**src/hdl/mcema_pkg.sv**
```systemverilog
// shared types, constants and codes of the multichannel oversample ema smoother
// no dependencies; imported by every module of the block
`timescale 1ns / 1ps

package mcema_pkg;

  // fixed field widths
  localparam int SAMPLE_BITS   = 12;
  localparam int VALUE_BITS    = 20;
  localparam int FRAC_BITS     = 8;
  localparam int ALPHA_BITS    = 17;
  localparam int ALPHA_FRAC    = 16;
  localparam int INTERVAL_BITS = 16;
  localparam int CHCOUNT_BITS  = 4;
  localparam int OSCOUNT_BITS  = 7;
  localparam int CHANNEL_BITS  = 8;
  localparam int VCHAN_BITS    = 3;
  localparam int CFG_DATA_BITS = 17;
  localparam int CFG_IDX_BITS  = 2;

  // parameter defaults
  localparam int DEF_MAX_CHANNELS   = 8;
  localparam int DEF_MAX_OVERSAMPLE = 64;

  localparam logic [ALPHA_BITS-1:0] ALPHA_ONE  = ALPHA_BITS'(65536);
  localparam logic [VALUE_BITS-1:0] VALUE_MASK = '1;

  // configuration register indexes
  localparam logic [CFG_IDX_BITS-1:0] CFG_CHANNEL_COUNT    = 2'd0;
  localparam logic [CFG_IDX_BITS-1:0] CFG_SAMPLES_PER_CHAN = 2'd1;
  localparam logic [CFG_IDX_BITS-1:0] CFG_SMOOTHING_ALPHA  = 2'd2;
  localparam logic [CFG_IDX_BITS-1:0] CFG_TICK_PERIOD      = 2'd3;

  typedef enum logic [1:0] {
    OP_TICK   = 2'd0,
    OP_SAMPLE = 2'd1,
    OP_READ   = 2'd2,
    OP_NONE   = 2'd3
  } op_t;

  // what the back end has to do with a queued job
  typedef enum logic [1:0] {
    K_NONE   = 2'd0,
    K_UPDATE = 2'd1,
    K_READ   = 2'd2
  } kind_t;

  typedef enum logic [2:0] {
    B_IDLE  = 3'd0,
    B_EMIT  = 3'd1,
    B_DIV   = 3'd2,
    B_DIFF  = 3'd3,
    B_MUL   = 3'd4,
    B_APPLY = 3'd5
  } back_state_t;

  typedef struct packed {
    op_t                     op;
    logic [SAMPLE_BITS-1:0]  sample;
    logic [CHANNEL_BITS-1:0] channel;
  } req_t;

  typedef struct packed {
    logic [VALUE_BITS-1:0] value;
    logic [VCHAN_BITS-1:0] value_channel;
    logic                  updated;
    logic                  window_open;
    logic                  sample_ignored;
  } rsp_t;

endpackage

```
**src/hdl/multichannel_oversample_ema_smoother_core.sv**
```systemverilog
// top level of the multichannel oversample ema smoother
// depends on mcema_pkg, mcema_front, mcema_queue, mcema_back
`timescale 1ns / 1ps

// Oversampling averager with a per-channel exponential moving average. Each
// request beat is a tick, a raw sample or a read. A tick advances the update
// counter and opens a measurement window every tick_period ticks; inside
// a window samples_per_chan samples per channel arrive in channel order, their
// sum is divided by the count (rounded) into a Q12.8 average, and the channel's
// smoothed value moves toward it by smoothing_alpha (Q1.16). Every request
// gives exactly one response beat. Ticks, reads, ignored samples and samples
// that do not finish a channel pass the back end's pop and emit states; a
// sample that finishes a channel runs the bit-serial restoring divider after
// the pop, followed by a difference, a multiply and a write-back state. The
// front end keeps accepting while the back end works, up to two queued jobs.
// The smoothed store is held in per-channel registers with valid bits, so it
// reads as zero right after reset with no clearing pass. The user must write
// configuration through cfg_we/cfg_index/cfg_data only while no request is in
// flight; the block itself does not enforce it.
module multichannel_oversample_ema_smoother_core #(
  parameter int MAX_CHANNELS   = mcema_pkg::DEF_MAX_CHANNELS,
  parameter int MAX_OVERSAMPLE = mcema_pkg::DEF_MAX_OVERSAMPLE
) (
  input  logic                                 clk,
  input  logic                                 rst,
  // configuration
  input  logic                                 cfg_we,
  input  logic [mcema_pkg::CFG_IDX_BITS-1:0]   cfg_index,
  input  logic [mcema_pkg::CFG_DATA_BITS-1:0]  cfg_data,
  // request channel
  input  logic                                 req_valid,
  output logic                                 req_ready,
  input  mcema_pkg::req_t                      req,
  // response channel
  output logic                                 rsp_valid,
  input  logic                                 rsp_ready,
  output mcema_pkg::rsp_t                      rsp
);
  import mcema_pkg::*;

  localparam int CW    = (MAX_CHANNELS > 1) ? $clog2(MAX_CHANNELS) : 1;
  localparam int ECW   = $clog2(MAX_CHANNELS + 1);
  localparam int NW    = $clog2(MAX_OVERSAMPLE + 1);
  localparam int SUM_W = SAMPLE_BITS + $clog2(MAX_OVERSAMPLE);
  // job word: kind, value channel, channel, sum, count, window, ignored
  localparam int EW    = 7 + CW + SUM_W + NW;

  // configuration registers
  logic [CHCOUNT_BITS-1:0]  channel_count;
  logic [OSCOUNT_BITS-1:0]  samples_per_chan;
  logic [ALPHA_BITS-1:0]    smoothing_alpha;
  logic [INTERVAL_BITS-1:0] tick_period;

  // values actually used after clamping
  logic [ECW-1:0]           eff_channels;
  logic [NW-1:0]            eff_oversample;
  logic [ALPHA_BITS-1:0]    eff_alpha;

  logic                     push, pop, q_full, q_valid;
  logic [EW-1:0]            push_data, head;

  always_ff @(posedge clk) begin
    if (rst) begin
      channel_count    <= CHCOUNT_BITS'(1);
      samples_per_chan <= OSCOUNT_BITS'(1);
      smoothing_alpha  <= ALPHA_ONE;
      tick_period      <= INTERVAL_BITS'(1);
    end else if (cfg_we) begin
      unique case (cfg_index)
        CFG_CHANNEL_COUNT:    channel_count    <= cfg_data[CHCOUNT_BITS-1:0];
        CFG_SAMPLES_PER_CHAN: samples_per_chan <= cfg_data[OSCOUNT_BITS-1:0];
        CFG_SMOOTHING_ALPHA:  smoothing_alpha  <= cfg_data[ALPHA_BITS-1:0];
        CFG_TICK_PERIOD:      tick_period      <= cfg_data[INTERVAL_BITS-1:0];
        default: begin
        end
      endcase
    end
  end

  // zero counts act as one, oversized ones saturate to the build limits
  always_comb begin
    if (channel_count == '0) begin
      eff_channels = ECW'(1);
    end else if (int'(channel_count) > MAX_CHANNELS) begin
      eff_channels = ECW'(MAX_CHANNELS);
    end else begin
      eff_channels = ECW'(channel_count);
    end

    if (samples_per_chan == '0) begin
      eff_oversample = NW'(1);
    end else if (int'(samples_per_chan) > MAX_OVERSAMPLE) begin
      eff_oversample = NW'(MAX_OVERSAMPLE);
    end else begin
      eff_oversample = NW'(samples_per_chan);
    end

    // alpha above one saturates to exactly one
    eff_alpha = (smoothing_alpha > ALPHA_ONE) ? ALPHA_ONE : smoothing_alpha;
  end

  // front end: window bookkeeping, one beat per cycle while the queue has room
  mcema_front #(
    .MAX_CHANNELS   (MAX_CHANNELS),
    .MAX_OVERSAMPLE (MAX_OVERSAMPLE),
    .CW             (CW),
    .ECW            (ECW),
    .NW             (NW),
    .SUM_W          (SUM_W),
    .EW             (EW)
  ) u_front (
    .clk             (clk),
    .rst             (rst),
    .req_valid       (req_valid),
    .req_ready       (req_ready),
    .req             (req),
    .eff_channels    (eff_channels),
    .eff_oversample  (eff_oversample),
    .tick_period     (tick_period),
    .q_full          (q_full),
    .push            (push),
    .push_data       (push_data)
  );

  // decouples window bookkeeping from the slow divide/multiply path
  mcema_queue #(
    .WIDTH (EW)
  ) u_queue (
    .clk       (clk),
    .rst       (rst),
    .push      (push),
    .push_data (push_data),
    .full      (q_full),
    .pop       (pop),
    .q_valid   (q_valid),
    .head      (head)
  );

  // back end: divide, ema update, store, registered response
  mcema_back #(
    .MAX_CHANNELS   (MAX_CHANNELS),
    .MAX_OVERSAMPLE (MAX_OVERSAMPLE),
    .CW             (CW),
    .NW             (NW),
    .SUM_W          (SUM_W),
    .EW             (EW)
  ) u_back (
    .clk       (clk),
    .rst       (rst),
    .q_valid   (q_valid),
    .head      (head),
    .pop       (pop),
    .alpha     (eff_alpha),
    .rsp_valid (rsp_valid),
    .rsp_ready (rsp_ready),
    .rsp       (rsp)
  );

endmodule

```
**src/hdl/mcema_front.sv**
```systemverilog
// front end: takes request beats, runs tick counter and window bookkeeping
// depends on mcema_pkg; pushes classified jobs into mcema_queue
`timescale 1ns / 1ps

module mcema_front #(
  parameter int MAX_CHANNELS   = mcema_pkg::DEF_MAX_CHANNELS,
  parameter int MAX_OVERSAMPLE = mcema_pkg::DEF_MAX_OVERSAMPLE,
  parameter int CW             = (MAX_CHANNELS > 1) ? $clog2(MAX_CHANNELS) : 1,
  parameter int ECW            = $clog2(MAX_CHANNELS + 1),
  parameter int NW             = $clog2(MAX_OVERSAMPLE + 1),
  parameter int SUM_W          = mcema_pkg::SAMPLE_BITS + $clog2(MAX_OVERSAMPLE),
  parameter int EW             = 7 + CW + SUM_W + NW
) (
  input  logic                                   clk,
  input  logic                                   rst,
  input  logic                                   req_valid,
  output logic                                   req_ready,
  input  mcema_pkg::req_t                        req,
  input  logic [ECW-1:0]                         eff_channels,
  input  logic [NW-1:0]                          eff_oversample,
  input  logic [mcema_pkg::INTERVAL_BITS-1:0]    tick_period,
  input  logic                                   q_full,
  output logic                                   push,
  output logic [EW-1:0]                          push_data
);
  import mcema_pkg::*;

  typedef struct packed {
    kind_t                 kind;
    logic [VCHAN_BITS-1:0] vchan;
    logic [CW-1:0]         ch;
    logic [SUM_W-1:0]      sum;
    logic [NW-1:0]         n;
    logic                  win;
    logic                  ign;
  } entry_t;

  logic [INTERVAL_BITS-1:0] tick_count, tick_count_next, tick_inc;
  logic                     window_active, window_active_next;
  logic [CW-1:0]            current_channel, current_channel_next;
  logic [NW-1:0]            samples_taken, samples_taken_next, taken_inc;
  logic [SUM_W-1:0]         sample_sum, sample_sum_next, sum_add;
  logic [ECW-1:0]           cur_inc;
  logic                     accept;
  entry_t                   ent;

  assign req_ready = !q_full;
  assign accept    = req_valid && req_ready;
  assign push      = accept;
  assign push_data = ent;

  assign tick_inc  = tick_count + INTERVAL_BITS'(1);
  assign sum_add   = sample_sum + SUM_W'(req.sample);
  assign taken_inc = samples_taken + NW'(1);
  assign cur_inc   = ECW'(current_channel) + ECW'(1);

  always_comb begin
    tick_count_next      = tick_count;
    window_active_next   = window_active;
    current_channel_next = current_channel;
    samples_taken_next   = samples_taken;
    sample_sum_next      = sample_sum;
    ent                  = '0;
    ent.kind             = K_NONE;
    if (accept) begin
      unique case (req.op)
        OP_TICK: begin
          if (tick_inc >= tick_period) begin
            // interval reached: (re)open the window from channel zero
            tick_count_next      = '0;
            window_active_next   = 1'b1;
            current_channel_next = '0;
            samples_taken_next   = '0;
            sample_sum_next      = '0;
          end else begin
            tick_count_next = tick_inc;
          end
        end
        OP_SAMPLE: begin
          if (!window_active) begin
            ent.ign = 1'b1;
          end else if (taken_inc >= eff_oversample) begin
            ent.kind           = K_UPDATE;
            ent.ch             = current_channel;
            ent.vchan          = VCHAN_BITS'(current_channel);
            ent.sum            = sum_add;
            ent.n              = eff_oversample;
            sample_sum_next    = '0;
            samples_taken_next = '0;
            if (cur_inc >= eff_channels) begin
              window_active_next   = 1'b0;
              current_channel_next = '0;
            end else begin
              current_channel_next = CW'(cur_inc);
            end
          end else begin
            sample_sum_next    = sum_add;
            samples_taken_next = taken_inc;
          end
        end
        OP_READ: begin
          if (req.channel < CHANNEL_BITS'(eff_channels)) begin
            ent.kind  = K_READ;
            ent.ch    = CW'(req.channel);
            ent.vchan = req.channel[VCHAN_BITS-1:0];
          end
        end
        OP_NONE: begin
        end
      endcase
    end
    ent.win = window_active_next;
  end

  always_ff @(posedge clk) begin
    if (rst) begin
      tick_count      <= '0;
      window_active   <= 1'b0;
      current_channel <= '0;
      samples_taken   <= '0;
      sample_sum      <= '0;
    end else begin
      tick_count      <= tick_count_next;
      window_active   <= window_active_next;
      current_channel <= current_channel_next;
      samples_taken   <= samples_taken_next;
      sample_sum      <= sample_sum_next;
    end
  end

endmodule

```
**src/hdl/mcema_queue.sv**
```systemverilog
// two-entry job queue between front and back end
// depends on mcema_pkg only for house style; payload is an opaque vector
`timescale 1ns / 1ps

module mcema_queue #(
  parameter int WIDTH = 8
) (
  input  logic             clk,
  input  logic             rst,
  input  logic             push,
  input  logic [WIDTH-1:0] push_data,
  output logic             full,
  input  logic             pop,
  output logic             q_valid,
  output logic [WIDTH-1:0] head
);
  import mcema_pkg::*;

  logic [WIDTH-1:0] slots [2];
  logic             wr_ptr, rd_ptr;
  logic [1:0]       count;

  assign full    = (count == 2'd2);
  assign q_valid = (count != 2'd0);
  assign head    = slots[rd_ptr];

  always_ff @(posedge clk) begin
    if (push) begin
      slots[wr_ptr] <= push_data;
    end
  end

  always_ff @(posedge clk) begin
    if (rst) begin
      wr_ptr <= 1'b0;
      rd_ptr <= 1'b0;
      count  <= 2'd0;
    end else begin
      if (push) begin
        wr_ptr <= !wr_ptr;
      end
      if (pop) begin
        rd_ptr <= !rd_ptr;
      end
      unique case ({push, pop})
        2'b10:   count <= count + 2'd1;
        2'b01:   count <= count - 2'd1;
        default: count <= count;
      endcase
    end
  end

endmodule

```
**src/hdl/mcema_back.sv**
```systemverilog
// back end: serial divider, ema multiply, smoothed value store, result register
// depends on mcema_pkg; pops jobs from mcema_queue
`timescale 1ns / 1ps

module mcema_back #(
  parameter int MAX_CHANNELS   = mcema_pkg::DEF_MAX_CHANNELS,
  parameter int MAX_OVERSAMPLE = mcema_pkg::DEF_MAX_OVERSAMPLE,
  parameter int CW             = (MAX_CHANNELS > 1) ? $clog2(MAX_CHANNELS) : 1,
  parameter int NW             = $clog2(MAX_OVERSAMPLE + 1),
  parameter int SUM_W          = mcema_pkg::SAMPLE_BITS + $clog2(MAX_OVERSAMPLE),
  parameter int EW             = 7 + CW + SUM_W + NW
) (
  input  logic                               clk,
  input  logic                               rst,
  input  logic                               q_valid,
  input  logic [EW-1:0]                      head,
  output logic                               pop,
  input  logic [mcema_pkg::ALPHA_BITS-1:0]   alpha,
  output logic                               rsp_valid,
  input  logic                               rsp_ready,
  output mcema_pkg::rsp_t                    rsp
);
  import mcema_pkg::*;

  typedef struct packed {
    kind_t                 kind;
    logic [VCHAN_BITS-1:0] vchan;
    logic [CW-1:0]         ch;
    logic [SUM_W-1:0]      sum;
    logic [NW-1:0]         n;
    logic                  win;
    logic                  ign;
  } entry_t;

  localparam int DW     = SUM_W + FRAC_BITS + 1;
  localparam int CNT_W  = $clog2(DW + 1);
  localparam int PROD_W = VALUE_BITS + ALPHA_BITS;
  localparam int Q_W    = PROD_W - ALPHA_FRAC;

  back_state_t state, state_next;

  entry_t                 hd, job;
  logic [VALUE_BITS-1:0]  store [MAX_CHANNELS];
  logic [MAX_CHANNELS-1:0] store_valid;
  logic [VALUE_BITS-1:0]  rd_data;

  logic [DW-1:0]          dq;
  logic [NW-1:0]          rem;
  logic [CNT_W-1:0]       cnt;
  logic [NW:0]            trial, trial_sub;
  logic                   ge;

  logic [VALUE_BITS-1:0]  avg, diff;
  logic                   neg;
  logic [PROD_W-1:0]      prod, rounded;
  logic [Q_W-1:0]         q;
  logic [VALUE_BITS-1:0]  new_val;

  logic                   out_free, out_load, store_we;
  rsp_t                   rsp_next;

  assign hd       = head;
  assign out_free = !rsp_valid || rsp_ready;

  // one restoring division step per cycle
  assign trial     = {rem, dq[DW-1]};
  assign trial_sub = trial - {1'b0, job.n};
  assign ge        = (trial >= {1'b0, job.n});

  assign avg     = (dq > DW'(VALUE_MASK)) ? VALUE_MASK : dq[VALUE_BITS-1:0];
  assign rounded = prod + PROD_W'(1 << (ALPHA_FRAC - 1));
  assign q       = rounded[PROD_W-1:ALPHA_FRAC];
  assign new_val = neg ? (rd_data - q[VALUE_BITS-1:0]) : (rd_data + q[VALUE_BITS-1:0]);

  // next state
  always_comb begin
    state_next = state;
    unique case (state)
      B_IDLE: begin
        if (q_valid) begin
          state_next = (hd.kind == K_UPDATE) ? B_DIV : B_EMIT;
        end
      end
      B_EMIT:  if (out_free) state_next = B_IDLE;
      B_DIV:   if (cnt == CNT_W'(1)) state_next = B_DIFF;
      B_DIFF:  state_next = B_MUL;
      B_MUL:   state_next = B_APPLY;
      B_APPLY: if (out_free) state_next = B_IDLE;
      default: state_next = B_IDLE;
    endcase
  end

  // outputs of the sequencer
  always_comb begin
    pop      = 1'b0;
    out_load = 1'b0;
    store_we = 1'b0;
    rsp_next = '0;
    rsp_next.window_open    = job.win;
    rsp_next.sample_ignored = job.ign;
    unique case (state)
      B_IDLE: pop = q_valid;
      B_EMIT: begin
        out_load = out_free;
        if (job.kind == K_READ) begin
          rsp_next.value         = rd_data;
          rsp_next.value_channel = job.vchan;
        end
      end
      B_APPLY: begin
        out_load               = out_free;
        store_we               = out_free;
        rsp_next.value         = new_val;
        rsp_next.value_channel = job.vchan;
        rsp_next.updated       = 1'b1;
      end
      default: begin
      end
    endcase
  end

  always_ff @(posedge clk) begin
    if (rst) begin
      state <= B_IDLE;
    end else begin
      state <= state_next;
    end
  end

  // datapath
  always_ff @(posedge clk) begin
    if (pop) begin
      job     <= hd;
      rd_data <= store_valid[hd.ch] ? store[hd.ch] : '0;
      dq      <= DW'({hd.sum, FRAC_BITS'(0)}) + DW'(hd.n >> 1);
      rem     <= '0;
      cnt     <= CNT_W'(DW);
    end
    if (state == B_DIV) begin
      rem <= ge ? NW'(trial_sub) : NW'(trial);
      dq  <= {dq[DW-2:0], ge};
      cnt <= cnt - CNT_W'(1);
    end
    if (state == B_DIFF) begin
      neg  <= (avg < rd_data);
      diff <= (avg >= rd_data) ? (avg - rd_data) : (rd_data - avg);
    end
    if (state == B_MUL) begin
      prod <= PROD_W'(diff) * PROD_W'(alpha);
    end
  end

  // smoothed value store; entries never written read as zero
  always_ff @(posedge clk) begin
    if (store_we) begin
      store[job.ch] <= new_val;
    end
  end

  always_ff @(posedge clk) begin
    if (rst) begin
      store_valid <= '0;
    end else if (store_we) begin
      store_valid[job.ch] <= 1'b1;
    end
  end

  // result register
  always_ff @(posedge clk) begin
    if (rst) begin
      rsp_valid <= 1'b0;
    end else if (out_load) begin
      rsp_valid <= 1'b1;
    end else if (rsp_ready) begin
      rsp_valid <= 1'b0;
    end
  end

  always_ff @(posedge clk) begin
    if (out_load) begin
      rsp <= rsp_next;
    end
  end

  a_div_rem_bound: assert property (@(posedge clk) disable iff (rst)
    state == B_DIFF |-> rem < job.n)
    else $error("divider remainder not below divisor");

  a_div_job: assert property (@(posedge clk) disable iff (rst)
    state == B_DIV |-> (job.kind == K_UPDATE) && (job.n != '0))
    else $error("divider running without an update job or with zero count");

  a_flags_exclusive: assert property (@(posedge clk) disable iff (rst)
    rsp_valid |-> !(rsp.updated && rsp.sample_ignored))
    else $error("result both updated and ignored");

endmodule

```
**config.mk**
```make
export PLATFORM = sky130hd
export DESIGN_NAME = multichannel_oversample_ema_smoother_core
export DESIGN_NICKNAME = d
export VERILOG_FILES = /design/src/hdl/mcema_pkg.sv /design/src/hdl/multichannel_oversample_ema_smoother_core.sv /design/src/hdl/mcema_front.sv /design/src/hdl/mcema_queue.sv /design/src/hdl/mcema_back.sv
export SDC_FILE = /design/constraint.sdc
export NUM_CORES = 2
export LEC_CHECK = 0
export ABC_AREA = 1
export BUFFER_PORTS_ARGS = -buffer_cell sky130_fd_sc_hd__buf_2
export CORE_MARGIN = 10
export CORE_UTILIZATION = 55
export CTS_CLUSTER_SIZE = 20
export DETAILED_ROUTE_END_ITERATION = 8
export HOLD_SLACK_MARGIN = 0.15
export PLACE_DENSITY = 0.72
export SKIP_CTS_REPAIR_TIMING = 1
export SLEW_MARGIN = 20
export SYNTH_ARGS = -nofsm -noshare
export SYNTH_HDL_FRONTEND = slang
export SYNTH_SLANG_ARGS = --single-unit
export TNS_END_PERCENT = 100
```
**constraint.sdc**
```tcl
create_clock -name clk -period 7.79 [get_ports clk]
set_input_delay 1.1685 -clock clk [delete_from_list [all_inputs] [get_ports clk]]
set_output_delay 1.1685 -clock clk [all_outputs]
set_load 0.01 [all_outputs]
```
==> flow_metrics.tcl <==
set metrics [dict create \
    status "complete, no violations" \
    yosys_warnings 0 \
    ys_ff_latch 471 \
    setup_violations 0 \
    vias 27224 \
    drv_slew 0 \
    min_period_over_period 0.9411 \
    r2r_slack_ns 0.46 \
    clk_pin_slew_ns 0.06 \
    die_w_um 272.5 \
    fin_skew_ns 0.04612 \
    clock-sinks 471 \
    cts_tree "done" \
    wl_met2_um 41770 \
    cp_slowest_cell "nor2_2" \
    grt_pass1_wl_um 145000 \
    power.internal_w 0.006166 \
    p_seq_frac 0.376 \
    syn_avg_cell_area_um2 8.739 \
    antennaDiodeCount 0 \
    timing.fmax_mhz 136.4 \
    fin_ws_ns 0.4587 \
    wirelength_um 91190 \
    grt_use_total 0.2445 \
    worstSetupEndpointType "flip-flop" \
    synth_ff_type "edfxtp_1" \
    clk_latency_ns 0.60 \
    tightest_slew_ns 1.082 \
    power_density_nw_per_um2 271.9 \
    cp_slowest_stage_delay_ns 0.61 \
    min_from "u_back.job[0]" \
    p_leak_nw 16.78 \
    top_layer "met4" \
    antenna_found_initial 0 \
    rsz0062_at_grt "no" \
    switching_share 0.4010 \
    grt_pass1_vias 26898 \
    post-place-ws_ns 0.6549 \
    synth_edf_count 365 \
    synth.distinct_cells 54 \
    min_to "u_back.rsp[0]" \
    ys_seq_area_frac 0.3730 \
    port_buffers 73 \
    synthArstFlopShare 0 \
    worstSetupStartpointType "flip-flop" \
    clock_path_buffers 3 \
    switchingPower_w 0.004128 \
    r2r_end "u_back.prod[30]" \
    avgRoutedWirePerCell_um 18.52 \
    holdPathStages 0 \
    hold_viol 0 \
    coreArea_um2 63080 \
    syn_nets 4554 \
    power_frac_comb 0.401 \
    relSlewSlack 0.2734 \
    fp.dieH_um 272.5 \
    dr.pass1.iters 7 \
    crit_path_start "smoothing_alpha[15]" \
    cp_max_fo 15 \
    ir_worst_vdd_mv 0.2824 \
    finish.utilization 0.6002 \
    avgViaCountPerCell 5.530 \
    min_period_ns 7.331 \
    reg2reg_from "smoothing_alpha[15]" \
    cap_violations 0 \
    globalRoute.totalOverflow 0 \
    drc_errors 0 \
    cts_max_level 2 \
    nets 4577 \
    rows 92 \
    drtIter0Drc 2382 \
    cts_root_buf "clkbuf_16" \
    gp_congestion 1.006 \
    die_area_um2 74280 \
    p_clk_frac 0.224 \
    start_util 0.5561 \
    drt-met1-wl_um 38970 \
    hp-class "flip-flop to flip-flop" \
    dr_wl_met3_um 7588 \
    synthToLayoutAreaGrowth_pct 7.929 \
    hpwl_um 69210 \
    syn-cell-area_um2 35080 \
    io_pins 74 \
    synth_cells 4014 \
    numCtsBuffers 48 \
    grt_max_degree 77 \
    cp.arrival_ns 7.65 \
    drive_above_1_share 0.06500 \
    crit_required_ns 8.11 \
    fin_setup_tns_ns 0 \
    ff2ff_path_depth 28 \
    postRouteAntennaNets 0 \
    crit_type "flip-flop to flip-flop" \
]
[cell usage after synthesis (all sizes together) (2+ instances only)]
master,instances,share of area
and2,3,0.00054
nand2,775,0.084
a21boi,3,0.00064
o22ai,45,0.0080
o31ai,10,0.0021
clkbuf,96,0.011
a221oi,3,0.00075
xor2,80,0.020
o21bai,8,0.0017
a21o,9,0.0019
a211oi,7,0.0015
o211ai,8,0.0017
ha,223,0.080
a22oi,2,0.00043
or2,9,0.0016
clkinv,14,0.0015
nor4,7,0.0012
o21ai,252,0.036
dfxtp,106,0.060
or4,2,0.00043
nor3,31,0.0044
edfxtp,365,0.31
nand3b,8,0.0017
xnor2,42,0.010
a21oi,226,0.033
nand3,100,0.015
a31oi,41,0.0073
fa,271,0.15
inv,651,0.070
nand4,28,0.0052
o21a,11,0.0024
buf,37,0.0055
mux2,20,0.0064
nor2,516,0.057
[power by group through the flow]
stage / clock (W) / combinational, W / sequential [W]
floorplan: 0 / 0.00288 / 0.00381
global placement: 0 / 0.00402 / 0.00390
detailed placement: 0 / 0.00406 / 0.00391
CTS: 0.00234 / 0.00409 / 0.00385
global route: 0.00244 / 0.00460 / 0.00389
finish: 0.00230 / 0.00412 / 0.00387
[critical path, delay by kind of cell (launching register included)]
family	cells	cell delay, ns
fa+ha+maj	7	3.21
compound gates	4	1.12
flops	1	0.30
buf+inv	8	0.80
simple gates	9	1.61
[final cells by class]
type                    count  area (um^2)
fillers                  5589        25220
inverters                 665         2497
multi-input cells        2745        19030
clock inverters            25        231.5
repair buffers            106        613.1
flip-flops and latches    471        13080
clock buffers              65         1350
well taps                 846         1059
[how the worst max path moves through the flow]
stage                           end  cells after the start
floorplan           u_back.prod[27]                     27
global placement    u_back.prod[20]                     27
detailed placement  u_back.prod[30]                     28
CTS                 u_back.prod[30]                     28
global route        u_back.prod[30]                     27
finish              u_back.prod[30]                     28
[routing by layer]
layer	track usage	up-vias
met3	0.04751	195
met4	0.07573	0
met1	0.3320	13043
li1	-	12977
met2	0.3920	1009
met5	0	-
[per-stage QoR]
stage | hold slack [ns] | total power, W | area [um^2] | std cells
after global routing | 0.4533 | 0.01093 | 37860 | 4923
after floorplan | 0.4003 | 0.006690 | 35080 | 4014
final | 0.4355 | 0.01029 | 37860 | 4923
after CTS | 0.4357 | 0.01028 | 37850 | 4923
after global placement | 0.4248 | 0.007915 | 36270 | 4833
after detailed placement | 0.4221 | 0.007961 | 36270 | 4833
[registers in the layout, indices dropped and copies added, names as in the netlist, 8 cells and up, named ones only]
register,flops
smoothing_alpha,17
u_back.prod,21
u_back.dq,27
u_back.job,14
u_queue.slots,64
u_back.rd_data,20
u_front.sample_sum,18
u_back.rsp,26
u_back.store_valid,8
u_front.tick_count,16
tick_period,16
u_back.diff,20
u_back.store,160
[cells in the final DEF (no fill, tap or decap), types with 73 or more instances in the layout]
| master | synthesis | routed |
|---|---|---|
| inv_1 | 644 | 644 |
| buf_2 | 27 | 73 |
| a21oi_1 | 223 | 222 |
| fa_1 | 271 | 271 |
| xor2_1 | 80 | 80 |
| nand2_1 | 764 | 762 |
| edfxtp_1 | 365 | 365 |
| nor2_1 | 502 | 489 |
| nand3_1 | 97 | 97 |
| ha_1 | 223 | 223 |
| dfxtp_1 | 106 | 106 |
| o21ai_0 | 247 | 247 |
[logic make-up after synthesis]
group,count (synthesis),synth area share
simple gates,1481,0.1706
buf+inv,798,0.08721
compound gates,628,0.09809
fa+ha+maj,494,0.2342
flops,471,0.3730
xor+xnor,122,0.03046
mux,20,0.006421
No activity file was read; power rests on OpenSTA's default activity.
